$ cat src/rtl/mft_pkg.sv
// shared types, constants and coding functions of the manchester frame transmitter
package mft_pkg;

    localparam int MAX_PAYLOAD_DEFAULT = 32;
    localparam int QUEUE_DEPTH         = 2;

    localparam logic [7:0]  PREAMBLE_BYTE  = 8'h55;
    localparam logic [7:0]  FLAG_BYTE      = 8'h7E;
    localparam logic [15:0] CRC_INIT       = 16'hFFFF;
    localparam logic [15:0] CRC_POLY       = 16'h1021;
    localparam logic [15:0] CRC_MSB        = 16'h8000;
    localparam logic [14:0] HALF_BIT_RESET = 15'd125;

    localparam logic OP_HEADER  = 1'b0;
    localparam logic OP_PAYLOAD = 1'b1;

    typedef struct packed {
        logic       is_hdr;
        logic       close;
        logic [7:0] b0;
        logic [7:0] b1;
        logic [7:0] b2;
        logic [7:0] b3;
    } t_cmd;

    function automatic logic [15:0] crc_byte(input logic [15:0] c_in, input logic [7:0] b);
        logic [15:0] c;
        c = c_in ^ {b, 8'h00};
        for (int k = 0; k < 8; k++) begin
            if ((c & CRC_MSB) != 16'h0000) begin
                c = {c[14:0], 1'b0} ^ CRC_POLY;
            end else begin
                c = {c[14:0], 1'b0};
            end
        end
        return c;
    endfunction

    function automatic logic [15:0] manchester(input logic [7:0] b);
        logic [15:0] p;
        p = 16'h0000;
        for (int i = 0; i < 8; i++) begin
            p[2*i+1] = b[i];
            p[2*i]   = ~b[i];
        end
        return p;
    endfunction

endpackage

$ cat src/rtl/mft_front.sv
// front end: accepts items, clamps length, tracks open frame and issues commands
module mft_front #(
    parameter int MAX_PAYLOAD_BYTES = mft_pkg::MAX_PAYLOAD_DEFAULT
) (
    input  logic             i_clk,
    input  logic             i_rst_n,
    input  logic             i_valid,
    output logic             o_ready,
    input  logic             i_op,
    input  logic [7:0]       i_frame_type,
    input  logic [7:0]       i_seq_num,
    input  logic [7:0]       i_volume,
    input  logic [7:0]       i_payload_len,
    input  logic [7:0]       i_data_byte,
    input  logic             i_q_full,
    output logic             o_push,
    output mft_pkg::t_cmd    o_cmd
);
    import mft_pkg::*;

    localparam logic [7:0] MAX_LEN = 8'(MAX_PAYLOAD_BYTES);

    logic [7:0] r_bytes_left;
    logic [7:0] n_bytes_left;
    logic [7:0] len_clamped;
    logic [7:0] left_dec;
    logic       accept;

    assign o_ready     = ~i_q_full;
    assign accept      = i_valid & ~i_q_full;
    assign len_clamped = (i_payload_len > MAX_LEN) ? MAX_LEN : i_payload_len;
    assign left_dec    = r_bytes_left - 8'd1;

    always_comb begin
        n_bytes_left = r_bytes_left;
        o_push       = 1'b0;
        o_cmd        = '0;
        if (accept) begin
            if (i_op == OP_HEADER) begin
                o_push       = 1'b1;
                o_cmd.is_hdr = 1'b1;
                o_cmd.close  = (len_clamped == 8'd0);
                o_cmd.b0     = i_frame_type;
                o_cmd.b1     = i_seq_num;
                o_cmd.b2     = len_clamped;
                o_cmd.b3     = i_volume;
                n_bytes_left = len_clamped;
            end else if (r_bytes_left != 8'd0) begin
                o_push       = 1'b1;
                o_cmd.is_hdr = 1'b0;
                o_cmd.close  = (left_dec == 8'd0);
                o_cmd.b0     = i_data_byte;
                n_bytes_left = left_dec;
            end
        end
    end

    always_ff @(posedge i_clk) begin
        if (!i_rst_n) begin
            r_bytes_left <= 8'd0;
        end else begin
            r_bytes_left <= n_bytes_left;
        end
    end

endmodule

$ cat src/rtl/mft_queue.sv
// short command queue between front end and back end
module mft_queue (
    input  logic          i_clk,
    input  logic          i_rst_n,
    input  logic          i_push,
    input  mft_pkg::t_cmd i_cmd,
    input  logic          i_pop,
    output logic          o_full,
    output logic          o_valid,
    output mft_pkg::t_cmd o_cmd
);
    import mft_pkg::*;

    localparam int PW = (QUEUE_DEPTH > 1) ? $clog2(QUEUE_DEPTH) : 1;
    localparam int CW = $clog2(QUEUE_DEPTH + 1);
    localparam logic [PW-1:0] LAST_PTR = PW'(QUEUE_DEPTH - 1);

    t_cmd          r_mem [QUEUE_DEPTH];
    logic [PW-1:0] r_wr_ptr;
    logic [PW-1:0] r_rd_ptr;
    logic [CW-1:0] r_count;

    assign o_full  = (r_count == CW'(QUEUE_DEPTH));
    assign o_valid = (r_count != '0);
    assign o_cmd   = r_mem[r_rd_ptr];

    always_ff @(posedge i_clk) begin
        if (i_push) begin
            r_mem[r_wr_ptr] <= i_cmd;
        end
    end

    always_ff @(posedge i_clk) begin
        if (!i_rst_n) begin
            r_wr_ptr <= '0;
            r_rd_ptr <= '0;
            r_count  <= '0;
        end else begin
            if (i_push) begin
                r_wr_ptr <= (r_wr_ptr == LAST_PTR) ? '0 : r_wr_ptr + PW'(1);
            end
            if (i_pop) begin
                r_rd_ptr <= (r_rd_ptr == LAST_PTR) ? '0 : r_rd_ptr + PW'(1);
            end
            if (i_push && !i_pop) begin
                r_count <= r_count + CW'(1);
            end else if (!i_push && i_pop) begin
                r_count <= r_count - CW'(1);
            end
        end
    end

endmodule

$ cat src/rtl/mft_back.sv
// back end: steps through frame bytes, runs the crc and drives the output register
module mft_back (
    input  logic          i_clk,
    input  logic          i_rst_n,
    input  logic          i_q_valid,
    input  mft_pkg::t_cmd i_cmd,
    output logic          o_pop,
    input  logic [14:0]   i_half_bit_ticks,
    output logic          o_valid,
    input  logic          i_ready,
    output logic [7:0]    o_coded_byte,
    output logic [15:0]   o_manchester_pattern,
    output logic [14:0]   o_half_duration,
    output logic          o_frame_end
);
    import mft_pkg::*;

    localparam logic [3:0] ST_FIRST  = 4'd0;
    localparam logic [3:0] ST_SOF    = 4'd1;
    localparam logic [3:0] ST_TYPE   = 4'd2;
    localparam logic [3:0] ST_SEQ    = 4'd3;
    localparam logic [3:0] ST_LEN    = 4'd4;
    localparam logic [3:0] ST_VOL    = 4'd5;
    localparam logic [3:0] ST_CRC_HI = 4'd6;
    localparam logic [3:0] ST_CRC_LO = 4'd7;
    localparam logic [3:0] ST_EOF    = 4'd8;

    logic [3:0]  r_step;
    logic [3:0]  n_step;
    logic [15:0] r_crc;
    logic        r_o_valid;
    logic [7:0]  r_byte;
    logic [15:0] r_pattern;
    logic [14:0] r_half;
    logic        r_end;

    logic       fire;
    logic [7:0] sel_byte;
    logic       crc_upd;
    logic       is_last;
    logic       is_end;

    assign fire  = i_q_valid & (~r_o_valid | i_ready);
    assign o_pop = fire & is_last;

    always_comb begin
        sel_byte = FLAG_BYTE;
        crc_upd  = 1'b0;
        is_last  = 1'b0;
        is_end   = 1'b0;
        n_step   = r_step + 4'd1;
        unique case (r_step)
            ST_FIRST: begin
                if (i_cmd.is_hdr) begin
                    sel_byte = PREAMBLE_BYTE;
                end else begin
                    sel_byte = i_cmd.b0;
                    crc_upd  = 1'b1;
                    is_last  = ~i_cmd.close;
                    n_step   = ST_CRC_HI;
                end
            end
            ST_SOF: sel_byte = FLAG_BYTE;
            ST_TYPE: begin
                sel_byte = i_cmd.b0;
                crc_upd  = 1'b1;
            end
            ST_SEQ: begin
                sel_byte = i_cmd.b1;
                crc_upd  = 1'b1;
            end
            ST_LEN: begin
                sel_byte = i_cmd.b2;
                crc_upd  = 1'b1;
            end
            ST_VOL: begin
                sel_byte = i_cmd.b3;
                crc_upd  = 1'b1;
                is_last  = ~i_cmd.close;
            end
            ST_CRC_HI: sel_byte = r_crc[15:8];
            ST_CRC_LO: sel_byte = r_crc[7:0];
            ST_EOF: begin
                sel_byte = FLAG_BYTE;
                is_last  = 1'b1;
                is_end   = 1'b1;
            end
            default: begin
                sel_byte = FLAG_BYTE;
                is_last  = 1'b1;
            end
        endcase
    end

    always_ff @(posedge i_clk) begin
        if (!i_rst_n) begin
            r_step    <= ST_FIRST;
            r_crc     <= CRC_INIT;
            r_o_valid <= 1'b0;
        end else begin
            if (fire) begin
                r_step    <= is_last ? ST_FIRST : n_step;
                r_o_valid <= 1'b1;
                if (r_step == ST_FIRST && i_cmd.is_hdr) begin
                    r_crc <= CRC_INIT;
                end else if (crc_upd) begin
                    r_crc <= crc_byte(r_crc, sel_byte);
                end
            end else if (i_ready) begin
                r_o_valid <= 1'b0;
            end
        end
    end

    always_ff @(posedge i_clk) begin
        if (fire) begin
            r_byte    <= sel_byte;
            r_pattern <= manchester(sel_byte);
            r_half    <= i_half_bit_ticks;
            r_end     <= is_end;
        end
    end

    assign o_valid              = r_o_valid;
    assign o_coded_byte         = r_byte;
    assign o_manchester_pattern = r_pattern;
    assign o_half_duration      = r_half;
    assign o_frame_end          = r_end;

endmodule

$ cat src/rtl/manchester_frame_transmitter_unit.sv
// top level of the manchester frame transmitter with crc-16 framing
// the first line byte of an item passes through the command queue and then the back end output register
// throughput: one line byte per cycle out of the back end output register while i_ready is high;
//   a payload item gives 1 line byte (4 when it closes the frame), a header 6 (9 with no payload)
// inputs stall only while the 2-entry command queue is full
// reset: synchronous active low, clears queue and frame state, sets crc to 16'hFFFF; half-bit ticks back to 125
module manchester_frame_transmitter_unit #(
    parameter int MAX_PAYLOAD_BYTES = mft_pkg::MAX_PAYLOAD_DEFAULT
) (
    input  logic        i_clk,
    input  logic        i_rst_n,
    input  logic        i_valid,
    output logic        o_ready,
    input  logic        i_op,
    input  logic [7:0]  i_frame_type,
    input  logic [7:0]  i_seq_num,
    input  logic [7:0]  i_volume,
    input  logic [7:0]  i_payload_len,
    input  logic [7:0]  i_data_byte,
    output logic        o_valid,
    input  logic        i_ready,
    output logic [7:0]  o_coded_byte,
    output logic [15:0] o_manchester_pattern,
    output logic [14:0] o_half_duration,
    output logic        o_frame_end,
    input  logic        i_cfg_we,
    input  logic [14:0] i_cfg_wdata
);
    import mft_pkg::*;

    logic [14:0] r_half_bit_ticks;
    logic        q_full;
    logic        q_valid;
    logic        push;
    logic        pop;
    t_cmd        push_cmd;
    t_cmd        head_cmd;

    always_ff @(posedge i_clk) begin
        if (!i_rst_n) begin
            r_half_bit_ticks <= HALF_BIT_RESET;
        end else if (i_cfg_we) begin
            r_half_bit_ticks <= i_cfg_wdata;
        end
    end

    mft_front #(
        .MAX_PAYLOAD_BYTES(MAX_PAYLOAD_BYTES)
    ) u_front (
        .i_clk         (i_clk),
        .i_rst_n       (i_rst_n),
        .i_valid       (i_valid),
        .o_ready       (o_ready),
        .i_op          (i_op),
        .i_frame_type  (i_frame_type),
        .i_seq_num     (i_seq_num),
        .i_volume      (i_volume),
        .i_payload_len (i_payload_len),
        .i_data_byte   (i_data_byte),
        .i_q_full      (q_full),
        .o_push        (push),
        .o_cmd         (push_cmd)
    );

    mft_queue u_queue (
        .i_clk   (i_clk),
        .i_rst_n (i_rst_n),
        .i_push  (push),
        .i_cmd   (push_cmd),
        .i_pop   (pop),
        .o_full  (q_full),
        .o_valid (q_valid),
        .o_cmd   (head_cmd)
    );

    mft_back u_back (
        .i_clk                (i_clk),
        .i_rst_n              (i_rst_n),
        .i_q_valid            (q_valid),
        .i_cmd                (head_cmd),
        .o_pop                (pop),
        .i_half_bit_ticks     (r_half_bit_ticks),
        .o_valid              (o_valid),
        .i_ready              (i_ready),
        .o_coded_byte         (o_coded_byte),
        .o_manchester_pattern (o_manchester_pattern),
        .o_half_duration      (o_half_duration),
        .o_frame_end          (o_frame_end)
    );

endmodule

$ cat config.mk
export PLATFORM = sky130hd
export DESIGN_NAME = manchester_frame_transmitter_unit
export DESIGN_NICKNAME = d
export VERILOG_FILES = /design/src/rtl/mft_pkg.sv /design/src/rtl/mft_front.sv /design/src/rtl/mft_queue.sv /design/src/rtl/mft_back.sv /design/src/rtl/manchester_frame_transmitter_unit.sv
export SDC_FILE = /design/constraint.sdc
export NUM_CORES = 1
export LEC_CHECK = 0
export BUFFER_PORTS_ARGS = -buffer_cell sky130_fd_sc_hd__buf_2
export CORE_MARGIN = 5
export CORE_UTILIZATION = 28
export DETAILED_ROUTE_END_ITERATION = 10
export PLACE_DENSITY_LB_ADDON = 0.08
export SLEW_MARGIN = 20
export SYNTH_ARGS = -nofsm -noshare
export SYNTH_HDL_FRONTEND = slang
export SYNTH_SLANG_ARGS = --single-unit
$ cat constraint.sdc
create_clock -name i_clk -period 3.14 [get_ports i_clk]
set_input_delay 0.628 -clock i_clk [delete_from_list [all_inputs] [get_ports i_clk]]
set_output_delay 0.628 -clock i_clk [all_outputs]
set_load 0.03 [all_outputs]
==> results of run 1 <==
==> worst paths after layout <==
kind,endpoint,slack (ns),depth (start not counted)
worst max-delay path,u_back.r_crc[5],0.33,9
worst min-delay path,u_back.o_half_duration[4],0.43,0
worst max register to register,u_back.r_crc[5],0.33,9
worst min register to register,u_back.o_half_duration[4],0.43,0
==> Yosys cell counts (all sizes together) (3+ instances only) <==
master,count,share of area (%)
and3,7,0.65
o22a,3,0.39
a21boi,5,0.56
a222oi,3,0.45
edfxtp,100,45
nor3,18,1.4
nand3b,3,0.34
nand2b,4,0.37
nor2,34,1.9
xnor2,11,1.7
clkbuf,19,1.1
dfxtp,49,15
o211a,4,0.60
or2,6,0.56
a22o,8,1.0
a211oi,8,0.97
o21ai,10,0.75
and2,25,2.3
a22oi,7,0.79
mux2i,42,6.3
nand2,30,1.7
nand3,6,0.45
nor2b,15,1.4
o22ai,11,1.0
o32ai,5,0.65
inv,17,0.95
ha,7,1.3
xnor3,3,1.0
xor2,9,1.5
or3,3,0.28
a21oi,13,0.97
o21a,4,0.45
buf,16,1.5
mux2,7,1.2
==> cells by family (layout without fill, tap and decap cells) <==
family,Yosys count,in the layout,share of synthesized area (%)
compound gates,100,100,11.26
xor+xnor,23,23,4.188
simple gates,160,160,12.53
flops,149,149,59.54
buf+inv,53,167,3.609
other cells,1,4,0.05604
fa+ha+maj,7,7,1.309
mux,49,49,7.517
==> flip-flops by register name, indices dropped and copies added, names as in the netlist, named ones only <==
signal,cells
u_queue.r_mem,68
u_back.o_manchester_pattern,16
u_back.r_crc,16
r_half_bit_ticks,15
u_back.o_half_duration,15
u_front.r_bytes_left,8
u_back.r_step,4
u_queue.r_count,2
u_back.o_frame_end,1
u_back.o_valid,1
u_queue.r_rd_ptr,1
u_queue.r_wr_ptr,1
==> report_power, final <==
part	internal, mW	switching, mW
combinational	1.67	2.50
sequential	2.76	0.260
clock	1.03	0.812
total	5.46	3.57
==> stage by stage <==
stage	cells	utilization (%)	area [sq um]	setup slack, ns
6_report	978	34.50	8098	0.3271
5_1_grt	978	34.50	8098	0.07172
4_1_cts	978	34.50	8098	0.3452
3_5_place_dp	946	32.25	7570	0.2838
3_3_place_gp	946	32.25	7570	0.3448
2_1_floorplan	545	-	6705	0.1282
==> area by class of cell <==
type,count,area [sq um],share of cell area [%]
clock inverters,11,77.57,0.9580
well taps,319,399.1,4.929
flip-flops and latches,149,3985,49.21
clock buffers,21,450.4,5.562
repair buffers,117,635.6,7.849
inverters,18,67.56,0.8344
multi-input cells,343,2482,30.66
==> layout by cell type (no fill, tap or decap), types with 5 or more instances in the layout <==
cell type  count
a22oi_1        7
nor2_1        32
dfxtp_1       48
a22o_1         8
a21oi_1       13
nand2_1       30
inv_1         17
and2_1        25
xnor2_1       10
nor3_1        17
buf_2        102
nor2b_1       15
xor2_1         8
mux2i_1       42
a211oi_1       7
ha_1           7
o21ai_0        9
and3_1         7
o22ai_1       11
mux2_1         5
nand3_1        6
clkbuf_16     17
edfxtp_1     100
buf_4         14
a21boi_0       5
o32ai_1        5
==> routing by layer <==
layer	routed length, um	vias to the layer above	GRT usage [%]
met1	7797	2107	16.97
met4	213	0	3.781
li1	-	2197	-
met3	747	15	2.446
met5	0	-	0
met2	7109	111	18.37
==> results.sh, run 1 <==
export IMPL_yosys_register_bits=149
export IMPL_die_h_um=164.6
export IMPL_track_usage_pct=11.96
export IMPL_min_period_over_period_pct=89.58
export IMPL_areaGrowthSynthToFinish_pct=21.02
export IMPL_dp_hpwl_um=11420
export IMPL_gp_congestion=0.7839
export IMPL_core_area_sq_mm=0.02347
export IMPL_period_minus_slack_ns=2.813
export IMPL_holdWs_ns=0.4291
export IMPL_crit_slowest_cell="or4b_4"
export IMPL_cts_sinks=149
export IMPL_ctsHoldBuffers=0
export IMPL_powerDensity_mw_per_mm2=1116
export IMPL_start_util_pct=28.51
export IMPL_ant_nets=0
export IMPL_grt_start_max_net_pins=36
export IMPL_yosysWarnings=0
export IMPL_cts_clk_slew_worst_paths_ns=0.06
export IMPL_layout_nets=714
export IMPL_finalHoldViolCount=0
export IMPL_relSlewSlack_pct=63.56
export IMPL_finalSetupTns_ns=0
export IMPL_diodes=0
export IMPL_rsz0062_at_grt="false"
export IMPL_die_area_sq_mm=0.02709
export IMPL_overflow=0
export IMPL_regToRegStartpoint="u_back.r_step[0]"
export IMPL_ys_flop_type="edfxtp_1"
export IMPL_wl_per_cell_um=16.22
export IMPL_synth_avg_cell_area_sq_um=12.35
export IMPL_viasPerCell=4.530
export IMPL_synthDistinctLibCells=71
export IMPL_setup_viol_count_final=0
export IMPL_drive_gt1_share_pct=24.58
export IMPL_post_cts_buffers=0
export IMPL_drv_cap=0
export IMPL_worstPathRequired_ns=3.43
export IMPL_crit_family="simple AND/OR/NAND/NOR gates"
export IMPL_num_vias=4430
export IMPL_worst_slew_pin_slew_ns=0.5466
export IMPL_hp_class="register to register"
export IMPL_cts_max_path_buffers=2
export IMPL_ys_seq_area_share_pct=59.54
export IMPL_synth_async_reset_ratio_pct=0
export IMPL_p_leak_nw=3.069
export IMPL_netlist_area_sq_mm=0.006691
export IMPL_dr_first_iter_drc_count=189
export IMPL_status="finished, final reports clean"
export IMPL_grt_pass1_vias=4333
export IMPL_fillCellCount=2346
export IMPL_critPathMaxStageDelay_ns=0.57
export IMPL_cts_buffers=17
export IMPL_crit_path_max_fanout=15
export IMPL_finalClockSkew_ns=0.01265
export IMPL_worstHoldStart="r_half_bit_ticks[4]"
export IMPL_worstPathArrival_ns=3.10
export IMPL_antenna_found_initial=0
export IMPL_path_cells="inv_1 -> ha_1 -> nor4_1 -> a311oi_2 -> or4b_4 -> xor2_4 -> xnor2_4 -> xor2_1 -> a21oi_1"
export IMPL_cts_resized=0
export IMPL_cts_tree="done"
export IMPL_clkLatencyLatePin_ns=0.42
export IMPL_synth_edf_count=100
export IMPL_drc_errors=0
export IMPL_fmax_mhz=355.5
export IMPL_dr_pass1_iters=7
export IMPL_crit_path_end_kind="register"
export IMPL_criticalPathCategory="register to register"
export IMPL_startpoint="u_back.r_step[0]"
export IMPL_cp_num_buf_inv=1
export IMPL_row_count=56
export IMPL_vdd_drop_max_mv=0.4222
export IMPL_io_buffer_count=102
export IMPL_final_max_slew_viol_count=0
export IMPL_synth_cells=542
export IMPL_cts_max_level=4
export IMPL_ctsRootBufferMaster="clkbuf_16"
export IMPL_ioPinCount=103
export IMPL_die_width_um=164.6
export IMPL_wirelength_um=15870
export IMPL_startpoint_type="register"
export IMPL_power_mw=9.033
export IMPL_grt_pass1_wl_um=24760
Note: power is estimated with default switching activity, not from simulation.
==> run 2: changes to the inputs <==
--- a/config.mk
+++ b/config.mk
@@ -10,6 +10,7 @@
 export CORE_UTILIZATION = 28
 export DETAILED_ROUTE_END_ITERATION = 10
 export PLACE_DENSITY_LB_ADDON = 0.08
+export SETUP_SLACK_MARGIN = 0.3
 export SLEW_MARGIN = 20
 export SYNTH_ARGS = -nofsm -noshare
 export SYNTH_HDL_FRONTEND = slang
==> constraint.sdc (replaced) <==
create_clock -name i_clk -period 2.3 [get_ports i_clk]
set_input_delay 0.46 -clock i_clk [delete_from_list [all_inputs] [get_ports i_clk]]
set_output_delay 0.46 -clock i_clk [all_outputs]
set_load 0.03 [all_outputs]
==> run 2 against run 1 <==
Net effect:
- the run now ends with setup timing left
- utilization rose by 6.3 points
- critical path depth rose by 2
- register-to-register slack got worse by 0.45 ns
- critical path type unchanged
- hold slack got worse by 0.17 ns
- die area did not move
- cell count rose by 9.7%
- largest cell class unchanged
- non-clock buffer count rose by 95
- largest power group unchanged
- via count rose by 8.0%
- setup slack got worse by 0.45 ns
- critical endpoint is now u_back.r_crc[1]
- first-iteration DRC count rose by 12%
==> results.sh, run 2 (synthesized netlist as in run 1, its figures left out) <==
export IMPL_die_h_um=164.6
export IMPL_largest_register="u_queue.r_mem"
export IMPL_p_leak_nw=3.723
export IMPL_finalSetupTns_ns=-0.7725
export IMPL_vdd_drop_max_mv=0.6664
export IMPL_crit_slowest_cell="dfxtp_4"
export IMPL_powerDensity_mw_per_mm2=1636
export IMPL_crit_family="compound AO/OA/AOI/OAI gates"
export IMPL_cts_max_path_buffers=2
export IMPL_grt_pass1_wl_um=26300
export IMPL_fillCellCount=2224
export IMPL_layout_commonest_cell="buf_2"
export IMPL_dp_cells=1001
export IMPL_largest_register_ffs=68
export IMPL_die_width_um=164.6
export IMPL_num_vias=4785
export IMPL_dr_first_iter_drc_count=211
export IMPL_viasPerCell=4.459
export IMPL_hold_path_depth=3
export IMPL_gp_congestion=0.8217
export IMPL_worstPathRequired_ns=2.60
export IMPL_r2r_cells=11
export IMPL_final_cell_mix="buf_2, edfxtp_1, buf_4, dfxtp_1, mux2i_1"
export IMPL_areaGrowthSynthToFinish_pct=43.29
export IMPL_period_minus_slack_ns=2.425
export IMPL_min_period_over_period_pct=105.4
export IMPL_cts_buffers=17
export IMPL_antenna_found_initial=0
export IMPL_finalClockSkew_ns=0.02050
export IMPL_drive_gt1_share_pct=45.89
export IMPL_startpoint_type="register"
export IMPL_grt_pass1_vias=4806
export IMPL_ant_nets=0
export IMPL_criticalPathCategory="register to register"
export IMPL_wl_per_cell_um=16.09
export IMPL_drc_errors=0
export IMPL_rsz0062_at_grt="true"
export IMPL_cts_clk_slew_worst_paths_ns=0.07
export IMPL_io_buffer_count=102
export IMPL_layout_nets=809
export IMPL_track_usage_pct=12.71
export IMPL_path_cells="inv_4 -> ha_4 -> buf_6 -> or2_4 -> o211a_4 -> a211o_1 -> o21a_1 -> buf_4 -> o211a_1 -> o32ai_2 -> nand2_1"
export IMPL_crit_path_end_kind="register"
export IMPL_dp_hpwl_um=12250
export IMPL_ioPinCount=103
export IMPL_cts_max_level=4
export IMPL_violations="setup timing"
export IMPL_hp_class="input port to register"
export IMPL_dr_pass1_iters=4
export IMPL_drv_cap=0
export IMPL_die_area_sq_mm=0.02709
export IMPL_row_count=56
export IMPL_finalHoldViolCount=0
export IMPL_crit_path_max_fanout=4
export IMPL_wirelength_um=17260
export IMPL_critPathMaxStageDelay_ns=0.40
export IMPL_status="finished, violations left"
export IMPL_cts_tree="done"
export IMPL_clkLatencyLatePin_ns=0.43
export IMPL_start_util_pct=28.51
export IMPL_diodes=0
export IMPL_fmax_mhz=412.4
export IMPL_cts_sinks=149
export IMPL_power_mw=15.68
export IMPL_grt_start_max_net_pins=36
export IMPL_setup_viol_count_final=12
export IMPL_core_area_sq_mm=0.02347
export IMPL_cp_num_buf_inv=3
export IMPL_ctsRootBufferMaster="clkbuf_16"
export IMPL_ctsHoldBuffers=0
export IMPL_dpl_cell_area_sq_mm=0.008254
export IMPL_final_max_slew_viol_count=0
export IMPL_fin_area_sq_mm=0.009588
export IMPL_overflow=0
export IMPL_crit_cells=11
export IMPL_worstPathArrival_ns=2.73
export IMPL_setup_slack_ns=-0.1250
export IMPL_instances_no_fill=1073
export IMPL_fin_util_pct=40.85
## run 2: final timing paths
check | from | slack [ns] | end
max reg2reg | u_back.r_step[1] | -0.12 | u_back.r_crc[1]
min | i_cfg_wdata[0] | 0.25 | r_half_bit_ticks[0]
min reg2reg | r_half_bit_ticks[10] | 0.43 | u_back.o_half_duration[10]
max | u_back.r_step[1] | -0.12 | u_back.r_crc[1]
## run 2: repair_timing
item | in CTS | in global routing
cloned | 1 | 2
gates resized for setup | 43 | 51
pin swaps | 23 | 34
setup endpoints to repair | 56 | 89
buffers inserted | 17 | 20
## run 2: per-layer routing
layer	global-route usage (%)	vias up	routed length, um
li1	-	2396	-
met1	17.23	2265	8056
met2	20.13	113	8254
met3	2.870	11	740
met4	4.310	0	210
met5	0	-	0
## run 2: through the flow
step	worst slack, ns	hold slack, ns
3_3_place_gp	-0.08980	0.4097
3_5_place_dp	-0.09096	0.4151
6_report	-0.1250	0.2544
2_1_floorplan	0.02314	0.4076
5_1_grt	-0.2157	0.2489
4_1_cts	-0.06756	0.2364
## run 2: cell type report
| cell class | instances | area (sq um) | share of cell area (%) |
|---|---|---|---|
| clock buffers | 19 | 452.9 | 4.724 |
| inverters | 18 | 76.32 | 0.7960 |
| repair buffers | 212 | 1525 | 15.91 |
| clock inverters | 13 | 115.1 | 1.201 |
| well taps | 319 | 399.1 | 4.163 |
| multi-input cells | 343 | 3015 | 31.45 |
| flip-flops and latches | 149 | 4004 | 41.76 |
## run 2: where the power goes
| part | total [mW] | switching (mW) | internal [mW] |
|---|---|---|---|
| Sequential | 4.19 | 0.401 | 3.78 |
| Clock | 2.67 | 1.19 | 1.48 |
| Combinational | 8.83 | 4.38 | 4.45 |
| Total | 15.7 | 5.97 | 9.71 |
## run 2: worst min-delay path: stages
cell and delay, ns:
buf_2 0.07, mux2i_1 0.06, nand2_1 0.06
==> run 3: changes to the inputs <==
--- a/config.mk
+++ b/config.mk
@@ -7,10 +7,11 @@
 export LEC_CHECK = 0
 export BUFFER_PORTS_ARGS = -buffer_cell sky130_fd_sc_hd__buf_2
 export CORE_MARGIN = 5
-export CORE_UTILIZATION = 28
+export CORE_UTILIZATION = 51
 export DETAILED_ROUTE_END_ITERATION = 10
 export PLACE_DENSITY_LB_ADDON = 0.08
 export SETUP_SLACK_MARGIN = 0.3
+export SKIP_LAST_GASP = 1
 export SLEW_MARGIN = 20
 export SYNTH_ARGS = -nofsm -noshare
 export SYNTH_HDL_FRONTEND = slang
==> run 3 against run 2 <==
Net effect:
- flip-flop and latch count stayed put
- register-to-register slack better by 0.09 ns
- hold slack better by 0.0056 ns
- largest cell class unchanged
- routed wire length is 13% lower
- sequential power hardly changed
- design area is 7.7% lower
- cell count is 18% lower
- utilization is 29 points higher
- sequential share of layout area is 3.5 points higher
- first-iteration DRC count is 14% higher
- the flow still finishes with violations (setup timing)
- global-route usage is 6.6 points higher
- clock skew is 0.010 ns lower
==> results.sh, run 3 (synthesized netlist as in run 1, its figures left out) <==
export IMPL_drc_errors=0
export IMPL_ctsHoldBuffers=0
export IMPL_drive_gt1_share_pct=38.98
export IMPL_cts_clk_slew_worst_paths_ns=0.06
export IMPL_diodes=0
export IMPL_gp_congestion=0.9170
export IMPL_setup_viol_count_final=5
export IMPL_areaGrowthSynthToFinish_pct=32.26
export IMPL_crit_path_end_kind="register"
export IMPL_cts_sinks=149
export IMPL_worstPathRequired_ns=2.60
export IMPL_viasPerCell=5.475
export IMPL_violations="setup timing"
export IMPL_status="finished, violations left"
export IMPL_p_leak_nw=3.456
export IMPL_finalClockSkew_ns=0.01001
export IMPL_num_vias=4818
export IMPL_post_place_ws_ns=-0.08463
export IMPL_start_util_pct=52.60
export IMPL_antenna_found_initial=0
export IMPL_cts_max_level=4
export IMPL_cts_tree="done"
export IMPL_worstPathArrival_ns=2.63
export IMPL_ant_nets=0
export IMPL_powerDensity_mw_per_mm2=1620
export IMPL_multiInputGateArea_sq_mm=0.002863
export IMPL_power_mw=14.34
export IMPL_ioPinCount=103
export IMPL_layout_commonest_cell="buf_2"
export IMPL_crit_path_max_fanout=5
export IMPL_fin_util_pct=69.56
export IMPL_clkLatencyLatePin_ns=0.42
export IMPL_io_buffer_count=102
export IMPL_largest_register_ffs=68
export IMPL_die_width_um=124.5
export IMPL_dr_pass1_iters=5
export IMPL_drv_cap=0
export IMPL_vdd_drop_max_mv=0.6751
export IMPL_final_max_slew_viol_count=0
export IMPL_seqCellArea_sq_mm=0.004005
export IMPL_wirelength_um=15060
export IMPL_relSlewSlack_pct=65.71
export IMPL_hp_class="input port to register"
export IMPL_die_area_sq_mm=0.01551
export IMPL_wl_per_cell_um=17.11
export IMPL_rsz0062_at_grt="true"
export IMPL_grt_pass1_vias=4815
export IMPL_overflow=0
export IMPL_grt_pass1_wl_um=24210
export IMPL_track_usage_pct=19.28
export IMPL_dr_first_iter_drc_count=241
export IMPL_dp_hpwl_um=10430
export IMPL_period_minus_slack_ns=2.331
export IMPL_startpoint_type="register"
export IMPL_largest_register="u_queue.r_mem"
export IMPL_cts_buffers=17
export IMPL_ctsRootBufferMaster="clkbuf_16"
export IMPL_fillCellCount=919
export IMPL_fmax_mhz=429.0
export IMPL_worst_slew_pin_slew_ns=0.5143
export IMPL_grt_start_max_net_pins=36
export IMPL_die_h_um=124.5
export IMPL_criticalPathCategory="register to register"
export IMPL_layout_nets=764
export IMPL_setup_slack_ns=-0.03119
export IMPL_row_count=41
export IMPL_finalHoldViolCount=0
export IMPL_final_cell_mix="buf_2, edfxtp_1, buf_4, dfxtp_1, mux2i_1"
export IMPL_min_period_over_period_pct=101.4
export IMPL_core_area_sq_mm=0.01272
export IMPL_cts_max_path_buffers=2
run 3: cell types whose count changed in the layout (fill, tap and decap cells not counted), sizes merged:
cell / before / now
buf: 211 / 164
bufbuf: 0 / 1
clkdlybuf4s15: 0 / 1
bufinv: 0 / 2
inv: 23 / 18
clkinv: 5 / 7
run 3: worst max-delay path, stage by stage (launching register included):
cell     delay (ns)
dfxtp_4        0.35
buf_12         0.13
buf_4          0.15
buf_4          0.15
mux2i_2        0.19
o22ai_1        0.10
a211o_1        0.34
o21a_1         0.23
o211a_1        0.23
o32ai_2        0.27
nand2_1        0.08
run 3: power by group:
part	total, mW	internal, mW	switching [mW]
clock network	2.64	1.59	1.05
registers	4.16	3.79	0.374
logic	7.54	3.58	3.96
run 3: layout make-up:
| type | instances | area share, % |
|---|---|---|
| inverters | 18 | 0.8624 |
| well taps | 172 | 2.432 |
| multi-input cells | 343 | 32.35 |
| repair buffers | 167 | 12.72 |
| clock inverters | 12 | 1.485 |
| clock buffers | 19 | 4.892 |
| flip-flops and latches | 149 | 45.26 |
run 3: final timing paths:
check,from,end,slack [ns],depth (start not counted)
min,i_cfg_wdata[0],r_half_bit_ticks[0],0.26,3
max reg2reg,register,u_back.r_crc[1],-0.03,10
max,register,u_back.r_crc[1],-0.03,10
min reg2reg,r_half_bit_ticks[3],u_back.o_half_duration[3],0.42,0
run 3: layer usage:
layer	up-vias	global-route usage (%)	wire, um
met2	156	32.41	7522
met4	0	7.286	307
met3	25	5.232	893
met5	-	0	0
met1	2323	23.74	6332
li1	2314	-	-
run 3: stage by stage:
step           cells  cell area, sq um  setup TNS (ns)  hold slack [ns]
2_1_floorplan    545              6958               0           0.4076
3_3_place_gp     832              7878        -0.05814           0.4095
3_5_place_dp     832              7878         -0.3025           0.4140
4_1_cts          870              8626               0           0.2465
5_1_grt          880              8850          -1.170           0.2477
6_report         880              8850        -0.08673           0.2600
run 3: timing repair:
item	in CTS	in global routing
gates cloned	1	2
setup endpoints to repair	25	92
pin swaps	18	20
resized for setup	23	30
setup buffers	6	8
